$ cat src/rtl/core/gvwbm_pkg.sv
// gvwbm_pkg: shared types and codes of the greedy vertex-weighted bipartite matcher
// used by gvwbm_ctrl, gvwbm_dp and the top level; depends on nothing
package gvwbm_pkg;

    localparam logic [2:0] ACT_SET_LEFT  = 3'd0;
    localparam logic [2:0] ACT_SET_RIGHT = 3'd1;
    localparam logic [2:0] ACT_ADD_EDGE  = 3'd2;
    localparam logic [2:0] ACT_MATCH     = 3'd3;
    localparam logic [2:0] ACT_QUERY     = 3'd4;

    localparam logic REG_LEFT_COUNT  = 1'b0;
    localparam logic REG_RIGHT_COUNT = 1'b1;

    localparam int IN_BITS  = 48;
    localparam int OUT_BITS = 48;

    typedef struct packed {
        logic load_in;
        logic latch_err;
        logic clr_step;
        logic clr_start;
        logic vclr_step;
        logic wr_weight;
        logic add_edge;
        logic q_init;
        logic q_read;
        logic v_rd_cur;
        logic v_mark;
        logic e_rd_scan;
        logic e_eval;
        logic e_push;
        logic sel_init;
        logic sel_rd;
        logic sel_ev;
        logic wl_rd;
        logic accum;
        logic p_rd;
        logic pe_rd;
        logic p_flip;
        logic qe_rd;
        logic qe_ev;
        logic res_load;
    } gvwbm_cmd_t;

    typedef struct packed {
        logic       err;
        logic [2:0] action;
        logic       q_empty;
        logic       visited;
        logic       k_done;
        logic       sel_done;
        logic       best_found;
        logic       walk_done;
        logic       clr_done;
        logic       out_free;
    } gvwbm_sts_t;

endpackage

$ cat src/rtl/core/gvwbm_ctrl.sv
// gvwbm_ctrl: sequencer of the matcher, issues commands to gvwbm_dp
// depends on gvwbm_pkg
module gvwbm_ctrl
    import gvwbm_pkg::*;
(
    input  logic       clk,
    input  logic       rst_n,
    input  logic       in_accept,
    input  gvwbm_sts_t sts,
    output logic       in_ready,
    output gvwbm_cmd_t cmd
);

    localparam logic [4:0] ST_CLR   = 5'd0;
    localparam logic [4:0] ST_IDLE  = 5'd1;
    localparam logic [4:0] ST_DISP  = 5'd2;
    localparam logic [4:0] ST_VCLR  = 5'd3;
    localparam logic [4:0] ST_QINIT = 5'd4;
    localparam logic [4:0] ST_QRD   = 5'd5;
    localparam logic [4:0] ST_QCHK1 = 5'd6;
    localparam logic [4:0] ST_QCHK2 = 5'd7;
    localparam logic [4:0] ST_ERD   = 5'd8;
    localparam logic [4:0] ST_EEV   = 5'd9;
    localparam logic [4:0] ST_EPUSH = 5'd10;
    localparam logic [4:0] ST_SINIT = 5'd11;
    localparam logic [4:0] ST_SRD   = 5'd12;
    localparam logic [4:0] ST_SEV   = 5'd13;
    localparam logic [4:0] ST_WRD   = 5'd14;
    localparam logic [4:0] ST_ACC   = 5'd15;
    localparam logic [4:0] ST_PRD   = 5'd16;
    localparam logic [4:0] ST_PERD  = 5'd17;
    localparam logic [4:0] ST_PFLIP = 5'd18;
    localparam logic [4:0] ST_QERD  = 5'd19;
    localparam logic [4:0] ST_QEEV  = 5'd20;
    localparam logic [4:0] ST_DONE  = 5'd21;

    logic [4:0] state_reg;
    logic [4:0] state_next;

    assign in_ready = (state_reg == ST_IDLE);

    always_ff @(posedge clk or negedge rst_n)
    begin
        if (!rst_n)
        begin
            state_reg <= ST_CLR;
        end
        else
        begin
            state_reg <= state_next;
        end
    end

    always_comb
    begin
        cmd        = '0;
        state_next = state_reg;
        case (state_reg)
            ST_CLR:
            begin
                cmd.clr_step = 1'b1;
                if (sts.clr_done)
                begin
                    state_next = ST_IDLE;
                end
            end
            ST_IDLE:
            begin
                if (in_accept)
                begin
                    cmd.load_in = 1'b1;
                    state_next  = ST_DISP;
                end
            end
            ST_DISP:
            begin
                cmd.latch_err = 1'b1;
                if (sts.err)
                begin
                    state_next = ST_DONE;
                end
                else
                begin
                    case (sts.action)
                        ACT_SET_LEFT, ACT_SET_RIGHT:
                        begin
                            cmd.wr_weight = 1'b1;
                            state_next    = ST_DONE;
                        end
                        ACT_ADD_EDGE:
                        begin
                            cmd.add_edge = 1'b1;
                            state_next   = ST_DONE;
                        end
                        ACT_MATCH:
                        begin
                            cmd.clr_start = 1'b1;
                            state_next    = ST_VCLR;
                        end
                        ACT_QUERY:
                        begin
                            state_next = ST_QERD;
                        end
                        default:
                        begin
                            state_next = ST_DONE;
                        end
                    endcase
                end
            end
            ST_VCLR:
            begin
                cmd.vclr_step = 1'b1;
                if (sts.clr_done)
                begin
                    state_next = ST_QINIT;
                end
            end
            ST_QINIT:
            begin
                cmd.q_init = 1'b1;
                state_next = ST_QRD;
            end
            ST_QRD:
            begin
                if (sts.q_empty)
                begin
                    state_next = ST_SINIT;
                end
                else
                begin
                    cmd.q_read = 1'b1;
                    state_next = ST_QCHK1;
                end
            end
            ST_QCHK1:
            begin
                cmd.v_rd_cur = 1'b1;
                state_next   = ST_QCHK2;
            end
            ST_QCHK2:
            begin
                if (sts.visited)
                begin
                    state_next = ST_QRD;
                end
                else
                begin
                    cmd.v_mark = 1'b1;
                    state_next = ST_ERD;
                end
            end
            ST_ERD:
            begin
                if (sts.k_done)
                begin
                    state_next = ST_QRD;
                end
                else
                begin
                    cmd.e_rd_scan = 1'b1;
                    state_next    = ST_EEV;
                end
            end
            ST_EEV:
            begin
                cmd.e_eval = 1'b1;
                state_next = ST_EPUSH;
            end
            ST_EPUSH:
            begin
                cmd.e_push = 1'b1;
                state_next = ST_ERD;
            end
            ST_SINIT:
            begin
                cmd.sel_init = 1'b1;
                state_next   = ST_SRD;
            end
            ST_SRD:
            begin
                if (sts.sel_done)
                begin
                    state_next = sts.best_found ? ST_WRD : ST_DONE;
                end
                else
                begin
                    cmd.sel_rd = 1'b1;
                    state_next = ST_SEV;
                end
            end
            ST_SEV:
            begin
                cmd.sel_ev = 1'b1;
                state_next = ST_SRD;
            end
            ST_WRD:
            begin
                cmd.wl_rd  = 1'b1;
                state_next = ST_ACC;
            end
            ST_ACC:
            begin
                cmd.accum  = 1'b1;
                state_next = ST_PRD;
            end
            ST_PRD:
            begin
                if (sts.walk_done)
                begin
                    state_next = ST_DONE;
                end
                else
                begin
                    cmd.p_rd   = 1'b1;
                    state_next = ST_PERD;
                end
            end
            ST_PERD:
            begin
                cmd.pe_rd  = 1'b1;
                state_next = ST_PFLIP;
            end
            ST_PFLIP:
            begin
                cmd.p_flip = 1'b1;
                state_next = ST_PRD;
            end
            ST_QERD:
            begin
                cmd.qe_rd  = 1'b1;
                state_next = ST_QEEV;
            end
            ST_QEEV:
            begin
                cmd.qe_ev  = 1'b1;
                state_next = ST_DONE;
            end
            ST_DONE:
            begin
                if (sts.out_free)
                begin
                    cmd.res_load = 1'b1;
                    state_next   = ST_IDLE;
                end
            end
            default:
            begin
                state_next = ST_IDLE;
            end
        endcase
    end

endmodule

$ cat config.mk
export PLATFORM = sky130hd
export DESIGN_NAME = gvwbm_ctrl
export DESIGN_NICKNAME = d
export VERILOG_FILES = /design/src/rtl/core/gvwbm_pkg.sv /design/src/rtl/core/gvwbm_ctrl.sv
export SDC_FILE = /design/constraint.sdc
export NUM_CORES = 1
export LEC_CHECK = 0
export BUFFER_PORTS_ARGS = -buffer_cell sky130_fd_sc_hd__buf_4
export CAP_MARGIN = 20
export CORE_MARGIN = 2
export CORE_UTILIZATION = 30
export DETAILED_ROUTE_END_ITERATION = 8
export PLACE_DENSITY = 0.6
export SYNTH_ARGS = -nofsm -noshare
export SYNTH_HDL_FRONTEND = slang
export SYNTH_SLANG_ARGS = --single-unit
$ cat constraint.sdc
create_clock -name clk -period 2 [get_ports clk]
set_input_delay 0.3 -clock clk [delete_from_list [all_inputs] [get_ports clk]]
set_output_delay 0.3 -clock clk [all_outputs]
set_load 0.005 [all_outputs]
# Word-level counts from Yosys, hierarchy flattened
# Cells that the tools add are included.
# op_classes
n_eq_ne	29
n_mux	49
n_reduce_logical	6
# op_table
operator	n
$pmux 5 s20	1
$eq 5x4->1 const B	8
$mux 5	7
$mux 1	34
$eq 5x5->1 const B	6
$eq 5x3->1 const B	4
$mux 4	3
$eq 5x2->1 const B	2
$pmux 5 s2	1
$ne 2x2->1 const B	4
$eq 3x2->1 const B	2
$reduce_or 2->1	3
$eq 5x1->1 const B	1
$logic_not 5->1	1
$mux 2	2
$reduce_and 4->1	1
$eq 3x1->1 const B	1
$eq 3x3->1 const B	1
$logic_not 3->1	1
$mux 3	1
# totals
ff_bits	5
inputBits	15
output_inout_bits	26
wordCells	85

# Logic depth before layout (Yosys ltp)
# logic_depth
ltp_word	5
ltp_mapped	6
mapped_depth_nobuf	4

# Worst setup path after synthesis
# OpenSTA, ideal clock, no wires.
# synth_timing
kind	register -> output
start	register state_reg[4]
end	output port cmd[18] in the netlist's numbering
t_arrival_ns	1.364
required_ns	1.700
setup_slack_ns	0.336
path_stages_with_launch	7
n_path_buf	2
cell_sequence	dfrtp_1 -> buf_6 -> or3_1 -> buf_4 -> nor2_1 -> nand2_1 -> nor3b_1
# synth_rtl
item	line	text
start, declared	gvwbm_ctrl.sv:37	logic [4:0] state_reg;
start signal, assigned	gvwbm_ctrl.sv:50	state_reg <= state_next;
end, declared	gvwbm_ctrl.sv:11	output gvwbm_cmd_t cmd

==> out/qor.yml <==
drive_above_1_share: 0.376
antenna_found_initial: 0
final_cells: 188
postSynthCellCount: 117
hold_depth: 2
grt_usage: 0.169
final_cell_mix: "buf_4, nor2_1, nor3_1"
final_area_sq_mm: 0.00120
finalSetupTns_ps: 0
ant_nets: 0
fin_total_pwr_mw: 1.34
slew_headroom: 0.723
die_w_um: 57.8
multi_input_area_sq_um: 626
r2r_cells: 3
avgSynthCellArea_sq_um: 7.41
dr.pass1.iters: 4
cts_buffers: 3
port_buffers: 40
layout.nets: 173
setup-violations-final: 0
fin_crit_sh: 0.948
synth_seq_cells: 5
status: "complete, no violations"
hold_viol: 0
drc: 0
insertion_delay_ps: 240
diodes: 0
routed_wl_um: 2740
fin_worst_skew_ps: 2.27
grt_pass1_vias: 959
overflow: 0
max_freq_mhz: 527
synth_fp_nets: 132
final_common_cell: "buf_4"
dp_slack_ps: 249
viasPerCell: 5.45
maxSlewViolCount: 0
grt_pass1_wl_um: 4420
gp_congestion: 0.856
powerDensity_mw_per_mm2: 1120
drt_iter0_drc: 16
max-vdd-ir-drop_mv: 0.469
clk_pin_slew_worst_paths_ps: 40
rsz0062_at_grt: "true"
vias: 1025
ios: 41
async_flop_share: 1.00
hpwl_um: 2120
syn2layout_area_growth_pct: 38.2
maxCapViolations: 0
ys.flop_type: "dfrtp_1"
placed_area_sq_mm: 0.00115
synth_edf_count: 0
rows: 19
core_area_sq_mm: 0.00276
cp.arrival_ps: 1600
fin_util: 0.435
end_kind: "output pin"
synth_seq_area_share: 0.144
hp-class: "primary input to register"
die_y_um: 57.8
cts-root-buf: "clkbuf_4"
ys_types: 46
path_max_fanout: 15
power.leakage_nw: 0.515
initial_core_util: 0.314
post_cts_buffers: 0
register_area_sq_um: 126
synth_area_sq_um: 867
min_period_ps: 1900
largest_reg_flops: 5
htreeDepth: 1
cts_tree: "yes"
holdWs_ps: 278
grt_max_degree: 21
worst_pin_slew_ps: 412
timing.final.ws_setup_ps: 103
cts.path.max_buffers: 2
fp.dieArea_sq_mm: 0.00334
critical_path_class: "register to output pin"
wl_per_cell_um: 14.6
dp_cells: 183
nFillCells: 291
critPathLaunchType: "register"
crit_required_ps: 1700
clock_sinks: 5
yosys_warnings: 0
-- critical path: stages (launching register included) --
cell,delay [ps]
dfrtp_1,370
buf_4,190
or3b_1,460
nor3_1,190
buf_4,130
-- report_power, final --
| group | leakage (nW) | internal, mW | switching, mW |
|---|---|---|---|
| sequential | 0.0618 | 0.147 | 0.0711 |
| combinational | 0.438 | 0.444 | 0.558 |
| clock | 0.0150 | 0.0755 | 0.0423 |
| total | 0.515 | 0.666 | 0.671 |
-- metal layers --
layer  routed length, um  GRT usage  vias up  part of all wire
met3                 179     0.0357        6             0.065
li1                    -          -      507                 -
met2                1340      0.266       40              0.49
met1                1160      0.219      472              0.42
met5                   0          0        -                 0
met4                  64     0.0831        0             0.023
-- cell families after synthesis --
family,count (synthesis),share of synthesized area
AND/OR/NAND/NOR,65,0.437
AO/OA/AOI/OAI,30,0.258
buffers and inverters,16,0.149
flip-flops,5,0.144
adder cells (fa/ha/maj),1,0.0115
-- what timing repair did --
item                                   4_1_cts  5_1_grt
endpoints found under the hold margin        5        0
hold buffers                                 1        0
resized for setup                            1        3
pin swaps                                    0        0
setup endpoints to repair                    1        2
-- synth_stat cells (4+ instances only) --
master	instances	area share
nor2b_1	4	0.029
dfrtp_1	5	0.14
nand2b_1	5	0.036
nor3_1	8	0.046
buf_6	8	0.10
nor2_1	20	0.087
a21oi_1	7	0.040
-- area by class of cell --
| class | count | area share |
|---|---|---|
| well taps | 31 | 0.0324 |
| clock buffers | 4 | 0.0219 |
| multi-input cells | 96 | 0.522 |
| flip-flops and latches | 5 | 0.105 |
| inverters | 3 | 0.00939 |
| repair buffers | 49 | 0.309 |
-- path summary, 6_finish.rpt --
| path | start | endpoint | slack, ps |
|---|---|---|---|
| setup / recovery | state_reg[3] | cmd[14] | 100 |
| hold / removal | sts[1] | state_reg[1] | 280 |
| setup reg to reg | state_reg[1] | state_reg[0] | 370 |
| hold reg to reg | state_reg[3] | state_reg[1] | 630 |
| max in group asynchronous | rst_n | state_reg[4] | 1480 |
| min in group asynchronous | rst_n | state_reg[0] | 410 |
No activity file was read; power rests on OpenSTA's default activity.
